<file path="src/rtl/dsgc_pkg.sv">
// ============================================================================
// dsgc_pkg
// Types, codes and constants that the score group combiner files share.
// ============================================================================
`default_nettype none

package dsgc_pkg;

    // Default number of positions that one record holds.
    localparam int MAX_POS_DEF = 16;

    // Fixed field widths of the streams.
    localparam int DATA_W   = 32;
    localparam int CFG_W    = 16;
    localparam int CFG_IDX_W = 2;
    localparam int KIND_W   = 3;
    localparam int COUNT_W  = 5;
    localparam int S_DATA_W = 128;
    localparam int M_DATA_W = 104;

    // Register reset values and counter ceiling.
    localparam logic [CFG_W-1:0] BASE_RST      = 16'd0;
    localparam logic [CFG_W-1:0] MAX_MERGE_RST = 16'd64;
    localparam logic [CFG_W-1:0] MAX_SEG_RST   = 16'd16;
    localparam logic [CFG_W-1:0] CNT_MAX       = 16'hFFFF;

    // Configuration register indexes.
    typedef enum logic [CFG_IDX_W-1:0] {
        CFG_BASE_POSTINGS = 2'd0,
        CFG_MAX_MERGE     = 2'd1,
        CFG_MAX_SEGMENTS  = 2'd2
    } cfg_idx_t;

    // Input command codes.
    localparam logic CMD_EVENT  = 1'b0;
    localparam logic CMD_FINISH = 1'b1;

    // Result kinds.
    typedef enum logic [KIND_W-1:0] {
        KIND_HEADER   = 3'd0,
        KIND_POSITION = 3'd1,
        KIND_SEG_END  = 3'd2,
        KIND_STOP     = 3'd3,
        KIND_EMPTY    = 3'd4
    } kind_t;

    // Sequencer states.
    typedef enum logic [3:0] {
        ST_IDLE,
        ST_START,
        ST_CHK_VISIT,
        ST_CHK_MERGE,
        ST_CHK_SEGS,
        ST_CHK_DOC,
        ST_FLUSH,
        ST_HEADER,
        ST_POSITION,
        ST_SEG_END,
        ST_STOP,
        ST_EMPTY,
        ST_UPDATE
    } state_t;

    // What a record flush returns to when it is done.
    typedef enum logic [1:0] {
        CTX_FINISH,
        CTX_SWITCH,
        CTX_TAIL
    } flush_ctx_t;

    // Result of the shared compare unit.
    typedef struct packed {
        logic eq;
        logic ge;
    } cmp_res_t;

endpackage : dsgc_pkg

`default_nettype wire

</file>
<file path="src/rtl/dsgc_cmp.sv">
// ============================================================================
// dsgc_cmp
// Shared unsigned compare unit that the sequencer uses in every check step.
// ============================================================================
`default_nettype none

module dsgc_cmp
    import dsgc_pkg::*;
(
    input  wire logic [DATA_W-1:0] op_a,
    input  wire logic [DATA_W-1:0] op_b,
    output cmp_res_t               res
);

    // Equality and unsigned greater-or-equal of the two operands.
    always_comb begin
        res.eq = (op_a == op_b);
        res.ge = (op_a >= op_b);
    end

endmodule : dsgc_cmp

`default_nettype wire

</file>
<file path="src/rtl/doc_score_group_combiner.sv">
// ============================================================================
// doc_score_group_combiner
// Groups scored match events per document and emits records per segment.
// ============================================================================
// Steps: an update-only event passes start, visit check, document check and
// update before ready returns; a filtered event goes from start to idle. A
// flush emits its results in turn through the single output register,
// waiting while it is full; every check step uses the one shared compare unit.
// Throughput: one item at a time; ready is high only while the sequencer idles.
// Reset: aresetn is synchronous and active low; control registers take defaults.
`default_nettype none

module doc_score_group_combiner
    import dsgc_pkg::*;
#(
    parameter int MAX_POS = MAX_POS_DEF
) (
    input  wire logic                 aclk,
    input  wire logic                 aresetn,
    // Configuration write port
    input  wire logic                 cfg_we,
    input  wire logic [CFG_IDX_W-1:0] cfg_addr,
    input  wire logic [CFG_W-1:0]     cfg_wdata,
    // Input stream
    input  wire logic                 s_tvalid,
    output logic                      s_tready,
    // tdata: doc_id[31:0], score[63:32], position[95:64], dir_visit[127:96]
    input  wire logic [S_DATA_W-1:0]  s_tdata,
    // tuser: cmd[0]
    input  wire logic [0:0]           s_tuser,
    // Result stream
    output logic                      m_tvalid,
    input  wire logic                 m_tready,
    // tdata: out_doc[31:0], out_score[63:32], match_count[68:64],
    //        out_position[100:69], zero fill[103:101]
    output logic [M_DATA_W-1:0]       m_tdata,
    // tuser: kind[2:0]
    output logic [KIND_W-1:0]         m_tuser,
    output logic                      m_tlast
);

    localparam int CW = $clog2(MAX_POS + 1);
    localparam int IW = (MAX_POS > 1) ? $clog2(MAX_POS) : 1;
    localparam logic [CW-1:0] POS_LIMIT = CW'(MAX_POS);

    // Configuration registers
    logic [CFG_W-1:0] base_reg;
    logic [CFG_W-1:0] max_merge_reg;
    logic [CFG_W-1:0] max_seg_reg;

    // Latched input item
    logic              cmd_reg;
    logic [DATA_W-1:0] doc_reg;
    logic [DATA_W-1:0] score_reg;
    logic [DATA_W-1:0] pos_reg;
    logic [DATA_W-1:0] visit_reg;

    // Expression and record state
    state_t            state_reg, state_next;
    flush_ctx_t        ctx_reg, ctx_next;
    logic              open_reg, open_next;
    logic [DATA_W-1:0] last_visit_reg, last_visit_next;
    logic [CFG_W-1:0]  seg_cnt_reg, seg_cnt_next;
    logic [CFG_W-1:0]  added_reg, added_next;
    logic [DATA_W-1:0] cur_doc_reg, cur_doc_next;
    logic [DATA_W-1:0] cur_score_reg, cur_score_next;
    logic [CW-1:0]     held_reg, held_next;
    logic [CW-1:0]     idx_reg, idx_next;

    logic [DATA_W-1:0] position_store [MAX_POS];

    // Output register
    logic               m_valid_reg;
    kind_t              m_kind_reg;
    logic               m_last_reg;
    logic [DATA_W-1:0]  m_doc_reg;
    logic [DATA_W-1:0]  m_score_reg;
    logic [COUNT_W-1:0] m_count_reg;
    logic [DATA_W-1:0]  m_pos_reg;

    // Sequencer outputs
    logic              emit_en;
    kind_t             emit_kind;
    logic              emit_last;
    logic              emit_rec;
    logic              emit_pos;
    logic              store_we;
    logic              flush_done;
    logic              out_free;
    logic              s_accept;
    logic [DATA_W-1:0] op_a;
    logic [DATA_W-1:0] op_b;
    cmp_res_t          cmp;
    logic [CW-1:0]     idx_inc;
    logic [DATA_W-1:0] held_wide;

    assign out_free  = !m_valid_reg || m_tready;
    assign s_tready  = (state_reg == ST_IDLE);
    assign s_accept  = s_tvalid && s_tready;
    assign idx_inc   = idx_reg + CW'(1);
    assign held_wide = DATA_W'(held_reg);

    // Configuration writes; an index beyond the list is ignored.
    always_ff @(posedge aclk) begin
        if (!aresetn) begin
            base_reg      <= BASE_RST;
            max_merge_reg <= MAX_MERGE_RST;
            max_seg_reg   <= MAX_SEG_RST;
        end else if (cfg_we) begin
            priority case (cfg_addr)
                CFG_BASE_POSTINGS: base_reg      <= cfg_wdata;
                CFG_MAX_MERGE:     max_merge_reg <= cfg_wdata;
                CFG_MAX_SEGMENTS:  max_seg_reg   <= cfg_wdata;
                default: ;
            endcase
        end
    end

    // Operand selection for the shared compare unit.
    always_comb begin
        op_a = '0;
        op_b = '0;
        unique case (state_reg)
            ST_START: begin
                op_a = score_reg;
            end
            ST_CHK_VISIT: begin
                op_a = visit_reg;
                op_b = last_visit_reg;
            end
            ST_CHK_MERGE: begin
                op_a = DATA_W'(base_reg) + DATA_W'(added_reg) + DATA_W'(1);
                op_b = DATA_W'(max_merge_reg);
            end
            ST_CHK_SEGS: begin
                op_a = DATA_W'(seg_cnt_reg) + DATA_W'(1);
                op_b = DATA_W'(max_seg_reg);
            end
            ST_CHK_DOC: begin
                op_a = doc_reg;
                op_b = cur_doc_reg;
            end
            ST_FLUSH: begin
                op_a = cur_score_reg;
            end
            ST_UPDATE: begin
                op_a = cur_score_reg;
                op_b = score_reg;
            end
            default: ;
        endcase
    end

    dsgc_cmp u_cmp (
        .op_a (op_a),
        .op_b (op_b),
        .res  (cmp)
    );

    // Sequencer state registers.
    always_ff @(posedge aclk) begin
        if (!aresetn) begin
            state_reg      <= ST_IDLE;
            ctx_reg        <= CTX_FINISH;
            open_reg       <= 1'b0;
            last_visit_reg <= '0;
            seg_cnt_reg    <= '0;
            added_reg      <= '0;
            cur_doc_reg    <= '0;
            cur_score_reg  <= '0;
            held_reg       <= '0;
            idx_reg        <= '0;
        end else begin
            state_reg      <= state_next;
            ctx_reg        <= ctx_next;
            open_reg       <= open_next;
            last_visit_reg <= last_visit_next;
            seg_cnt_reg    <= seg_cnt_next;
            added_reg      <= added_next;
            cur_doc_reg    <= cur_doc_next;
            cur_score_reg  <= cur_score_next;
            held_reg       <= held_next;
            idx_reg        <= idx_next;
        end
    end

    // Input item capture on a transfer.
    always_ff @(posedge aclk) begin
        if (s_accept) begin
            cmd_reg   <= s_tuser[0];
            doc_reg   <= s_tdata[31:0];
            score_reg <= s_tdata[63:32];
            pos_reg   <= s_tdata[95:64];
            visit_reg <= s_tdata[127:96];
        end
    end

    // Next state and result generation.
    always_comb begin
        state_next      = state_reg;
        ctx_next        = ctx_reg;
        open_next       = open_reg;
        last_visit_next = last_visit_reg;
        seg_cnt_next    = seg_cnt_reg;
        added_next      = added_reg;
        cur_doc_next    = cur_doc_reg;
        cur_score_next  = cur_score_reg;
        held_next       = held_reg;
        idx_next        = idx_reg;
        emit_en         = 1'b0;
        emit_kind       = KIND_HEADER;
        emit_last       = 1'b0;
        emit_rec        = 1'b0;
        emit_pos        = 1'b0;
        store_we        = 1'b0;
        flush_done      = 1'b0;

        unique case (state_reg)
            ST_IDLE: begin
                if (s_tvalid) begin
                    state_next = ST_START;
                end
            end
            ST_START: begin
                if (cmd_reg == CMD_FINISH) begin
                    if (open_reg) begin
                        ctx_next   = CTX_FINISH;
                        state_next = ST_FLUSH;
                    end else begin
                        state_next = ST_EMPTY;
                    end
                end else if (cmp.eq) begin
                    // Zero score: the event is dropped.
                    state_next = ST_IDLE;
                end else begin
                    state_next = ST_CHK_VISIT;
                end
            end
            ST_CHK_VISIT: begin
                if (!open_reg || !cmp.eq) begin
                    state_next = ST_CHK_MERGE;
                end else begin
                    state_next = ST_CHK_DOC;
                end
            end
            ST_CHK_MERGE: begin
                state_next = cmp.ge ? ST_STOP : ST_CHK_SEGS;
            end
            ST_CHK_SEGS: begin
                if (cmp.ge) begin
                    state_next = ST_STOP;
                end else if (open_reg) begin
                    ctx_next   = CTX_SWITCH;
                    state_next = ST_FLUSH;
                end else begin
                    // Open the first segment of the expression.
                    cur_doc_next    = '0;
                    cur_score_next  = '0;
                    held_next       = '0;
                    open_next       = 1'b1;
                    last_visit_next = visit_reg;
                    if (seg_cnt_reg != CNT_MAX) begin
                        seg_cnt_next = seg_cnt_reg + CFG_W'(1);
                    end
                    state_next = ST_CHK_DOC;
                end
            end
            ST_CHK_DOC: begin
                if (!cmp.eq) begin
                    ctx_next   = CTX_TAIL;
                    state_next = ST_FLUSH;
                end else begin
                    state_next = ST_UPDATE;
                end
            end
            ST_FLUSH: begin
                // A record with zero score is not emitted.
                if (cmp.eq) begin
                    flush_done = 1'b1;
                end else begin
                    state_next = ST_HEADER;
                end
            end
            ST_HEADER: begin
                if (out_free) begin
                    emit_en   = 1'b1;
                    emit_kind = KIND_HEADER;
                    emit_rec  = 1'b1;
                    emit_last = (ctx_reg == CTX_TAIL) && (held_reg == '0);
                    idx_next  = '0;
                    if (held_reg == '0) begin
                        flush_done = 1'b1;
                    end else begin
                        state_next = ST_POSITION;
                    end
                end
            end
            ST_POSITION: begin
                if (out_free) begin
                    emit_en   = 1'b1;
                    emit_kind = KIND_POSITION;
                    emit_rec  = 1'b1;
                    emit_pos  = 1'b1;
                    emit_last = (ctx_reg == CTX_TAIL) && (idx_inc == held_reg);
                    idx_next  = idx_inc;
                    if (idx_inc == held_reg) begin
                        flush_done = 1'b1;
                    end
                end
            end
            ST_SEG_END: begin
                if (out_free) begin
                    emit_en   = 1'b1;
                    emit_kind = KIND_SEG_END;
                    emit_last = 1'b1;
                    if (ctx_reg == CTX_FINISH) begin
                        // Finish returns the expression state to its defaults.
                        open_next       = 1'b0;
                        last_visit_next = '0;
                        seg_cnt_next    = '0;
                        added_next      = '0;
                        cur_doc_next    = '0;
                        cur_score_next  = '0;
                        held_next       = '0;
                        state_next      = ST_IDLE;
                    end else begin
                        // Segment switch: count the posting and start afresh.
                        if (added_reg != CNT_MAX) begin
                            added_next = added_reg + CFG_W'(1);
                        end
                        if (seg_cnt_reg != CNT_MAX) begin
                            seg_cnt_next = seg_cnt_reg + CFG_W'(1);
                        end
                        cur_doc_next    = '0;
                        cur_score_next  = '0;
                        held_next       = '0;
                        last_visit_next = visit_reg;
                        state_next      = ST_CHK_DOC;
                    end
                end
            end
            ST_STOP: begin
                if (out_free) begin
                    emit_en    = 1'b1;
                    emit_kind  = KIND_STOP;
                    emit_last  = 1'b1;
                    state_next = ST_IDLE;
                end
            end
            ST_EMPTY: begin
                if (out_free) begin
                    emit_en         = 1'b1;
                    emit_kind       = KIND_EMPTY;
                    emit_last       = 1'b1;
                    open_next       = 1'b0;
                    last_visit_next = '0;
                    seg_cnt_next    = '0;
                    added_next      = '0;
                    cur_doc_next    = '0;
                    cur_score_next  = '0;
                    held_next       = '0;
                    state_next      = ST_IDLE;
                end
            end
            ST_UPDATE: begin
                // Keep the highest score and store the position if room is left.
                if (!cmp.ge) begin
                    cur_score_next = score_reg;
                end
                if (held_reg < POS_LIMIT) begin
                    store_we  = 1'b1;
                    held_next = held_reg + CW'(1);
                end
                state_next = ST_IDLE;
            end
            default: begin
                state_next = ST_IDLE;
            end
        endcase

        // Where a flush continues once its record is out.
        if (flush_done) begin
            unique case (ctx_reg)
                CTX_FINISH, CTX_SWITCH: begin
                    state_next = ST_SEG_END;
                end
                CTX_TAIL: begin
                    cur_doc_next   = doc_reg;
                    cur_score_next = '0;
                    held_next      = '0;
                    state_next     = ST_UPDATE;
                end
                default: begin
                    state_next = ST_SEG_END;
                end
            endcase
        end
    end

    // Position store: written by an update, read while a record goes out.
    always_ff @(posedge aclk) begin
        if (store_we) begin
            position_store[held_reg[IW-1:0]] <= pos_reg;
        end
    end

    // Output register valid flag.
    always_ff @(posedge aclk) begin
        if (!aresetn) begin
            m_valid_reg <= 1'b0;
        end else if (emit_en) begin
            m_valid_reg <= 1'b1;
        end else if (m_tready) begin
            m_valid_reg <= 1'b0;
        end
    end

    // Output register payload; unused fields are zero.
    always_ff @(posedge aclk) begin
        if (emit_en) begin
            m_kind_reg  <= emit_kind;
            m_last_reg  <= emit_last;
            m_doc_reg   <= emit_rec ? cur_doc_reg : '0;
            m_score_reg <= emit_rec ? cur_score_reg : '0;
            m_count_reg <= emit_rec ? held_wide[COUNT_W-1:0] : '0;
            m_pos_reg   <= emit_pos ? position_store[idx_reg[IW-1:0]] : '0;
        end
    end

    assign m_tvalid = m_valid_reg;
    assign m_tuser  = m_kind_reg;
    assign m_tlast  = m_last_reg;
    assign m_tdata  = {3'b000, m_pos_reg, m_count_reg, m_score_reg, m_doc_reg};

endmodule : doc_score_group_combiner

`default_nettype wire
</file>
<file path="config.mk">
export PLATFORM = sky130hd
export DESIGN_NAME = doc_score_group_combiner
export DESIGN_NICKNAME = d
export VERILOG_FILES = /design/src/rtl/dsgc_pkg.sv /design/src/rtl/dsgc_cmp.sv /design/src/rtl/doc_score_group_combiner.sv
export SDC_FILE = /design/constraint.sdc
export NUM_CORES = 1
export LEC_CHECK = 0
export BUFFER_PORTS_ARGS = -buffer_cell sky130_fd_sc_hd__clkbuf_2
export CORE_AREA = 5 5 332 236
export CTS_CLUSTER_SIZE = 16
export DETAILED_ROUTE_END_ITERATION = 8
export DIE_AREA = 0 0 337 241
export PLACE_DENSITY_LB_ADDON = 0.2
export SLEW_MARGIN = 20
export SYNTH_ARGS = -nofsm -noshare
export SYNTH_HDL_FRONTEND = slang
export SYNTH_SLANG_ARGS = --single-unit
</file>
<file path="constraint.sdc">
create_clock -name aclk -period 5.9 [get_ports aclk]
set_input_delay 0.295 -clock aclk [delete_from_list [all_inputs] [get_ports aclk]]
set_output_delay 0.295 -clock aclk [all_outputs]
set_load 0.01 [all_outputs]
</file>
======== Yosys cells after proc, flatten, opt, wreduce, memory -nomap -nowiden ========
Memory sizes are Yosys's and may differ from the RTL's. A register that Yosys moved wholly into a read port is not among the register bits.
Index checks and enable logic that the tools add are counted.
word-level totals
  latch bits .............................. 0
  input bits .............................. 152
  memories ................................ 1
  flip-flop bits (word level) ............. 396
  bits in read-only memories .............. 0
  logic and storage cells ................. 200
  bits in writable memories ............... 512
  output and inout bits ................... 110
memory list
  name            depth  bits a word  rd ports  clocked after Yosys merged registers in  wr ports  line                            text
  position_store  16     32           1         1                                        1         doc_score_group_combiner.sv:70  logic [DATA_W-1:0] position_store [MAX_POS];
operators by class
  shift-type cells ........................ 0
  magnitude comparators ................... 2
  add/subtract/negate cells ............... 7
  bitwise operators ....................... 0
  div/mod/pow operators ................... 0
  $mul .................................... 0
  reduce and logical (&&, ||, !) cells .... 33
  equality and inequality tests ........... 38
  mux-type cells .......................... 95
operator list
  operator                                       count
  2-to-1 mux 32 bit                              16
  case mux 32 bit (3 select lines)               2
  case mux 32 bit (6 select lines)               1
  case mux 32 bit (5 select lines)               1
  2-to-1 mux 16 bit                              9
  case mux 32 bit (2 select lines)               1
  2-to-1 mux 4 bit                               12
  case mux 16 bit (3 select lines)               1
  case mux 4 bit (11 select lines)               1
  2-to-1 mux 5 bit                               8
  adder 16 x 1 -> 16 bit, second input constant  2
  == test 32 bit                                 1
  >= comparator 32 bit                           1
  != test 16 bit, second input constant          2
  case mux 16 bit (2 select lines)               1
  != test 2 bit, second input constant           12
  2-to-1 mux 1 bit                               22
  == test 4 bit, second input constant           5
  adder 17 x 1 -> 18 bit, second input constant  1
  2-to-1 mux 2 bit                               9
  adder 16 x 1 -> 17 bit, second input constant  1
  adder 16 x 16 -> 17 bit                        1
  == test 4 x 3 -> 1 bit, second input constant  4
  != test 3 bit, second input constant           5
  32 further kinds                               56

======== Longest topological paths before layout ========
Gate-level depths: netlist of run 1.
  depth after elaboration ................. 9
  depth in mapped cells ................... 20
  gate-level depth less buffers ........... 19

======== Modules after synthesis ========
Synthesis of run 1 repeated with hierarchy kept, for this count alone.
second synthesis, totals
  cells, all modules ...................... 2535
  area, all modules ....................... 38436.9 um^2
modules (own cells, without submodules)
  module                    times used  cells an instance  sequential area each (um^2)  area each (um^2)
  doc_score_group_combiner  1           2422               26285.2                      37617.3
  dsgc_cmp                  1           113                0.0                          819.5

======== Worst setup path before layout of run 1 ========
No wires, ideal clock.
  kind .................................... register to register
  from .................................... register state_reg[3]
  to ...................................... register m_count_reg[0] (enable)
  required time ........................... 5.331 ns
  setup slack ............................. -0.018 ns
  clock period less this slack ............ 5.918 ns
  buffers on the path ..................... 2
  data arrival time ....................... 5.349 ns
  stages on the path, launching flop included .. 7
  setup time .............................. 0.569 ns
  path through ............................ dfxtp_1 buf_2 nand2b_1 clkbuf_1 nor2_2 nor2_1 nor2_1
on the way
  word-level cells in the longest chain between the ends .. 3
  elaborated cells on any way between the ends .. 7
  those cells by class .................... eq/ne: 5; mux: 1; reduce/logical: 1
RTL lines
  what                                                     line                             text
  start, declared                                          doc_score_group_combiner.sv:59   state_t state_reg, state_next;
  start signal, assigned                                   doc_score_group_combiner.sv:174  state_reg <= state_next;
  == test 4 bit or == test 4 x 3 -> 1 bit (tied branches)  doc_score_group_combiner.sv:218  unique case (state_reg)
  OR reduction 5 bit (no line) (*)                         --
  2-to-1 mux 1 bit (*)                                     --
  named net emit_en                                        doc_score_group_combiner.sv:82   logic emit_en;
  end signal, assigned                                     doc_score_group_combiner.sv:425  m_count_reg <= emit_rec ? held_wide[COUNT_W-1:0] : '0;
  end, declared                                            doc_score_group_combiner.sv:78   logic [COUNT_W-1:0] m_count_reg;
Mark *: on every way through the listed nets, which the timed path passes. The rest lies on a longest branch.
A chain may end at the register's enable or synchronous reset.

======== Worst setup path in the final report of run 1 ========
  from .................................... register state_reg[2]
  to ...................................... register cur_doc_reg[2]
on the way
  word-level cells in the longest chain between the ends .. 8
  elaborated cells on any way between the ends .. 23
  those cells by class .................... order compare: 1; eq/ne: 12; mux: 8; reduce/logical: 2
RTL lines
  what                                                     line                                                              text
  == test 4 bit or == test 4 x 3 -> 1 bit (tied branches)  doc_score_group_combiner.sv:123, doc_score_group_combiner.sv:218
  OR reduction 2 bit (no line)                             --
  case mux 32 bit (6 select lines)                         doc_score_group_combiner.sv:123                                   unique case (state_reg)
  >= comparator 32 bit                                     dsgc_cmp.sv:18                                                    res.ge = (op_a >= op_b);
  2-to-1 mux 32 bit                                        doc_score_group_combiner.sv:250                                   if (cmp.ge) begin
  case mux 32 bit (2 select lines)                         doc_score_group_combiner.sv:218
  2-to-1 mux 32 bit                                        doc_score_group_combiner.sv:383                                   unique case (ctx_reg)
  2-to-1 mux 32 bit (*)                                    doc_score_group_combiner.sv:382                                   if (flush_done) begin
  end signal, assigned                                     doc_score_group_combiner.sv:180                                   cur_doc_reg <= cur_doc_next;
  end, declared                                            doc_score_group_combiner.sv:65                                    logic [DATA_W-1:0] cur_doc_reg, cur_doc_next;
Every way passes the cells marked *; elsewhere a longest branch is shown, timed or not.

==> run_results.csv, run 1 <==
group,metric,value,unit
detailed_routing,wirelength,101000,microns
clock_tree,clock-sinks,940,
clock_tree,cts_resized,0,
synthesis,yosys-top-cells-count,"edfxtp_1, nand2_1, dfxtp_1, mux4_2, nor2_1",
synthesis,syn_avg_cell_area,15.9,sq um
timing,finalCriticalPeriod,5.71,ns
synthesis,synth_warnings,0,
layout,fin_cells,3859,
grt,grt_pass1_wl,150000,microns
synthesis,synth_cell_types,80,
synthesis,synth.largest_area_cell,"edfxtp_1",
flow_run,cap_violations,0,
timing,worst_slack,0.193,ns
pwr,power.density,386,nW/um^2
setup_path,crit_path_end_kind,"flip-flop",
floorplanning,ioPinCount,262,
grt,grt_pass1_vias,23500,
detailed_routing,avgViaCountPerCell,6.08,
placement,place_ws,0.410,ns
layout,largest_reg_flops,512,
timing,rsz0062_at_grt,"false",
floorplanning,die-area,81200,sq um
timing,fin_crit_sh,96.7,%
synthesis,synth_area,37800,sq um
timing,slew_violations,0,
synthesis,ys_ff_latch,940,
pwr,max-vdd-ir-drop,0.266,mV
grt,grt_max_degree,84,
placement,place.gp.congestion,0.970,
placement,dp_cells,3539,
setup_path,worstPathCellList,"nand2b_1 > nor3_2 > buf_12 > a222oi_1 > a21boi_0 > o221ai_1 > ha_1 > nand4_1 > nor3_1 > o21ai_1 > a31oi_4 > o31ai_4 > nor2_2 > buf_4 > a22o_1",
timing,worst_slew_pin_slew,1.11,ns
layout,final_nets,2999,
grt,overflow,0,
placement,dp_hpwl,60600,microns
timing,fin_skew,0.0184,ns
layout,area_growth,18.5,%
grt,track_usage,24.6,%
pwr,p_leak,15.3,nW
setup_path,required,6.49,ns
clock_tree,cts.htree.levels,3,
setup_path,crit_type,"flip-flop to flip-flop",
floorplanning,fp.dieH,241,microns
timing,fmax,0.175,GHz
detailed_routing,wl_per_cell,26.1,microns
setup_path,crit_slowest_cell,"dfxtp_1",
timing,whs,0.198,ns
clock_tree,clockBufferDepth,3,
synthesis,ys_top_cells_by_area,"edfxtp_1, dfxtp_1, mux4_2",
detailed_routing,dr.pass1.iters,8,
clock_tree,cts_buffers,90,
synthesis,async_flop_share,0,%
setup_path,arrival,6.30,ns
synthesis,synth_edf_count,746,
synthesis,yosysSeqAreaShare,69.6,%
clock_tree,clockRootBuffer,"clkbuf_16",
clock_tree,clk_pin_slew,0.07,ns
synthesis,ys.flop_type,"edfxtp_1",
floorplanning,fp.dieW,337,microns
floorplanning,start_util,50.6,%
timing,max_slew_margin,25.8,%
setup_path,crit_path_max_fanout,64,
hold_path,hp-class,"input pin to flip-flop",
detailed_routing,drc,0,
synthesis,yosysMostFrequentCell,"edfxtp_1",
timing,hold_violations,0,
synthesis,syn_inst,2378,
detailed_routing,vias,23500,
timing,setup_viol,0,
timing,fin_tns_setup,0,ns
setup_path,cp-start-kind,"flip-flop",
synthesis,synth_top_area_share,59.3,%
detailed_routing,drtIter0Drc,2792,
layout,layout-drive-gt1-share,22.9,%
floorplanning,core-area,74600,sq um
floorplanning,rows,84,
clock_tree,cts_tree,"built",
grt,antenna_found_initial,4,
clock_tree,clk_latency,0.66,ns
placement,numPortBuffers,258,
detailed_routing,drtAntennaViolNets,0,
run_status,outcome,"completed",
setup_path,max_stage_delay,0.76,ns
[layout make-up]
| type | count | area (sq um) |
|---|---|---|
| antenna | 2 | 5.00 |
| clock buffer | 115 | 2390 |
| clock inverter | 54 | 470 |
| fill | 5550 | 29900 |
| inverter | 18 | 67.6 |
| multi-input combinational | 1280 | 11000 |
| sequential | 940 | 26300 |
| tap | 989 | 1240 |
| timing repair buffer | 461 | 3290 |
[final timing paths]
path | start | to | slack (ns) | depth (start not counted)
setup reg to reg | state_reg[2] | cur_doc_reg[2] | 0.19 | 15
setup / recovery | state_reg[2] | cur_doc_reg[2] | 0.19 | 15
hold / removal | aresetn | max_seg_reg[4] | 0.20 | 2
hold reg to reg | max_seg_reg[2] | max_seg_reg[2] | 0.46 | 2
[critical path: cells and delay by family (launching register included)]
kind	cells	cell delay (ns)
AOI/OAI and AO/OA	7	2.13
and+or+nand+nor	5	1.57
DFF	1	0.76
buffers and inverters	2	0.66
adders and majority gates	1	0.36
[power by group]
group	internal, W	switching (W)	total [W]
Clock	0.00311	0.00252	0.00563
Combinational	0.00113	0.00193	0.00306
Sequential	0.00804	0.000544	0.00859
[cells in the final DEF (no fill, tap or decap), types with 17 or more instances in the layout]
cell type      netlist  routed
edfxtp_1           746     746
clkbuf_2             0     258
nand2_1            207     207
dfxtp_1            194     190
mux4_2             160     160
dlygate4sd3_1        0     145
a21oi_1            110     109
nor2_1             117     101
clkbuf_16            0      91
and2_1              76      75
a22o_1              70      70
ha_1                55      55
buf_4                7      51
and3_1              42      42
a222oi_1            40      40
a22oi_1             37      37
mux2i_1             37      37
o21ai_0             33      33
nand3_1             28      28
xnor2_1             24      24
clkbuf_1            90      22
clkinv_1             0      21
nor3_1              25      20
nand4_1             18      18
nor2_4               1      17
inv_1               18      17
xor2_1              17      17
a31oi_1             17      17
[logic make-up (layout without fill, tap and decap cells)]
| logic type | after synthesis | after routing | share of synthesized area, % |
|---|---|---|---|
| and+or+nand+nor | 575 | 575 | 7.45 |
| AOI/OAI and AO/OA | 407 | 407 | 7.80 |
| muxes | 198 | 198 | 10.5 |
| other | 1 | 5 | 0.00993 |
| buffers and inverters | 160 | 648 | 1.79 |
| DFF | 940 | 940 | 69.6 |
| xor gates and xnor gates | 41 | 41 | 0.951 |
| adders and majority gates | 56 | 56 | 1.87 |
[stage by stage]
step | util [%] | area [sq um] | total power (W)
after floorplan | - | 37800 | 0.0104
after global placement | 54.1 | 40300 | 0.0116
after detailed placement | 54.1 | 40300 | 0.0116
after CTS | 59.8 | 44700 | 0.0173
after global routing | 60.0 | 44800 | 0.0179
final | 60.0 | 44800 | 0.0173
[timing repair]
action                                  CTS  global route
setup buffers                             0             0
endpoints found under the hold margin   177             0
endpoints found under the setup margin    0             0
hold buffers                            145             0
[routing by layer]
| layer | vias up | GRT usage, % | share of wire [%] |
|---|---|---|---|
| met5 | - | 0 | 0 |
| met4 | 0 | 5.97 | 2.0 |
| met3 | 135 | 5.40 | 9.3 |
| met2 | 1173 | 37.0 | 45 |
| met1 | 12000 | 37.1 | 44 |
| li1 | 10200 | - | - |
No activity file was read; power rests on OpenSTA's default activity.
==> inputs of run 2 (changes only) <==
- CORE_AREA: 5 5 332 236 -> 5 5 374 266
- DIE_AREA: 0 0 337 241 -> 0 0 379 271
==> run 2 against run 1 <==
Clock-buffer cell count up 1. Clock skew grew 0.0022 ns. Sequential share of layout area down 0.88 points. Cell count up 7.3%. Global-route usage down 4.4 points. Core utilization down 12 points. Critical path depth rose by 6. Power up 3.2%. Sequential cell count did not move. Fmax up 4.2%. Routed wire length grew 4.5%. Critical path type unchanged.
==> run_results.csv, run 2 (synthesis gave the netlist of run 1 again) <==
group,metric,value,unit
timing,fin_skew,0.0206,ns
clock_tree,cts_tree,"built",
layout,area_growth,20.3,%
layout,layout-drive-gt1-share,23.5,%
layout,largest_reg_flops,512,
detailed_routing,drc,0,
floorplanning,ioPinCount,262,
pwr,power_frac_comb,17.6,%
floorplanning,die-area,103000,sq um
setup_path,cp-start-kind,"flip-flop",
detailed_routing,wl_per_cell,25.4,microns
setup_path,max_stage_delay,0.55,ns
timing,rsz0062_at_grt,"false",
timing,setup_viol,0,
setup_path,required,6.43,ns
timing,finalCriticalPeriod,5.48,ns
grt,track_usage,20.2,%
grt,grt_pass1_wl,156000,microns
timing,hold_violations,0,
clock_tree,post_cts_buffers,0,
hold_path,hp-class,"input pin to flip-flop",
floorplanning,start_util,39.6,%
layout,post-route-util,47.7,%
setup_path,crit_path_max_fanout,35,
detailed_routing,dr.pass1.iters,7,
placement,dp_hpwl,65600,microns
floorplanning,core-area,95300,sq um
setup_path,crit_path_end_kind,"flip-flop",
floorplanning,rows,95,
flow_run,cap_violations,0,
layout,mostFrequentLayoutCells,"edfxtp_1, clkbuf_2, nand2_1",
setup_path,crit_slowest_cell,"a2111oi_2",
timing,fmax,0.183,GHz
clock_tree,cts.htree.levels,3,
floorplanning,fp.dieW,379,microns
clock_tree,cts_buffers,94,
pwr,p_sw,0.00509,W
setup_path,regToRegSetupSlack,0.42,ns
pwr,p_leak,15.5,nW
grt,overflow,0,
pwr,power_frac_seq,48.1,%
timing,worst_slew_pin_slew,1.10,ns
grt,grt_max_degree,70,
setup_path,cp_top_family,"compound AO/OA/AOI/OAI gates",
placement,place.gp.congestion,0.917,
setup_path,cp_common_cell,"a21o_1",
clock_tree,clockRootBuffer,"clkbuf_16",
detailed_routing,wirelength,105000,microns
layout,final_nets,3008,
setup_path,worstPathCellList,"inv_1 > ha_1 > inv_1 > fa_1 > a21o_1 > a21o_1 > a2111oi_2 > o31ai_2 > a21o_1 > a2111oi_0 > nor3_1 > ha_1 > nand4_1 > nor4_2 > nand3_1 > nand4_2 > o31ai_4 > buf_12 > buf_6 > mux2i_1 > nor2_1",
clock_tree,clockBufferDepth,3,
detailed_routing,vias,23200,
pwr,intPower,0.0127,W
timing,max_slew_margin,26.7,%
timing,fin_crit_sh,92.8,%
timing,slew_violations,0,
setup_path,crit_buf_inv,4,
detailed_routing,drtAntennaViolNets,0,
layout,final_common_cell,"edfxtp_1",
placement,numPortBuffers,258,
pwr,p_sw_share,28.5,%
pwr,power.density,392,nW/um^2
grt,grt_pass1_vias,23500,
setup_path,arrival,6.00,ns
pwr,max-vdd-ir-drop,0.208,mV
clock_tree,clk_latency,0.66,ns
grt,antenna_found_initial,6,
clock_tree,clk_pin_slew,0.07,ns
timing,fin_tns_setup,0,ns
clock_tree,clock-sinks,940,
floorplanning,fp.dieH,271,microns
run_status,outcome,"completed",
setup_path,crit_type,"flip-flop to flip-flop",
detailed_routing,avgViaCountPerCell,5.60,
detailed_routing,drtIter0Drc,2687,
pwr,power_frac_clock,34.3,%
==> run 2: cell count changes in the layout (fill, tap and decap cells not counted), moves of 2 or more <==
cell       previous run  this run
clkbuf_1             22        18
clkbuf_16            91        96
clkinv_1             21        18
buf_4                51        53
buf_12                4         6
buf_16                3         1
buf_6                 0         3
bufinv_16             5        12
==> run 2: repair_timing <==
action	4_1_cts	5_1_grt
hold buffers	145	0
hold endpoints to repair	177	0
gates resized for setup	0	5
endpoints found under the setup margin	0	78
==> run 2: worst reg2reg max path: stages (launching register included) <==
cell and delay, ns:
dfxtp_1 0.34, inv_1 0.10, ha_1 0.17, inv_1 0.06
fa_1 0.41, a21o_1 0.20, a21o_1 0.22, a2111oi_2 0.56
o31ai_2 0.24, a21o_1 0.24, a2111oi_0 0.39, nor3_1 0.15
ha_1 0.29, nand4_1 0.15, nor4_2 0.08, nand3_1 0.16
nand4_2 0.23, o31ai_4 0.41, buf_12 0.31, buf_6 0.32
mux2i_1 0.27, nor2_1 0.05
==> run 2: power groups by stage <==
| stage | Sequential, W | Combinational, W | Clock (W) |
|---|---|---|---|
| after floorplan | 0.00859 | 0.00180 | 0 |
| final | 0.00858 | 0.00314 | 0.00611 |
| after global routing | 0.00866 | 0.00338 | 0.00653 |
| after CTS | 0.00859 | 0.00313 | 0.00626 |
| after global placement | 0.00869 | 0.00300 | 0 |
| after detailed placement | 0.00872 | 0.00303 | 0 |
==> run 2: stage by stage <==
step / setup slack, ns / total power, W / cell area [sq um] / hold slack, ns / std cells
CTS: 0.242 / 0.0180 / 45400 / 0.105 / 4137
global placement: 0.339 / 0.0117 / 40800 / 0.443 / 3819
global route: 0.0196 / 0.0186 / 45400 / 0.123 / 4139
floorplan: 1.19 / 0.0104 / 37800 / 0.394 / 2380
detailed placement: 0.271 / 0.0118 / 40800 / 0.448 / 3819
finish: 0.423 / 0.0178 / 45400 / 0.153 / 4140
==> run 2: path summary, 6_finish.rpt <==
check	from	endpoint	cells past startpoint
max	added_reg[0]	last_visit_reg[12]	21
min	aresetn	max_seg_reg[4]	2
max reg2reg	added_reg[0]	last_visit_reg[12]	21
min reg2reg	max_merge_reg[9]	max_merge_reg[9]	2
==> run 2: area by class of cell <==
| type | instances | area [sq um] |
|---|---|---|
| Fill cell | 8146 | 49900 |
| Sequential cell | 940 | 26300 |
| Multi-Input combinational cell | 1280 | 11000 |
| Timing Repair Buffer | 466 | 3320 |
| Clock buffer | 116 | 2500 |
| Tap cell | 1261 | 1580 |
| Clock inverter | 57 | 646 |
| Inverter | 18 | 67.6 |
| Antenna cell | 2 | 5.00 |
==> run 2: metal layers <==
metal | GRT usage, % | vias up | wire length, microns
li1 | - | 10200 | -
met1 | 29.4 | 11800 | 45900
met2 | 30.9 | 957 | 48500
met3 | 4.73 | 173 | 8540
met4 | 4.99 | 6 | 2280
met5 | 0.849 | - | 100
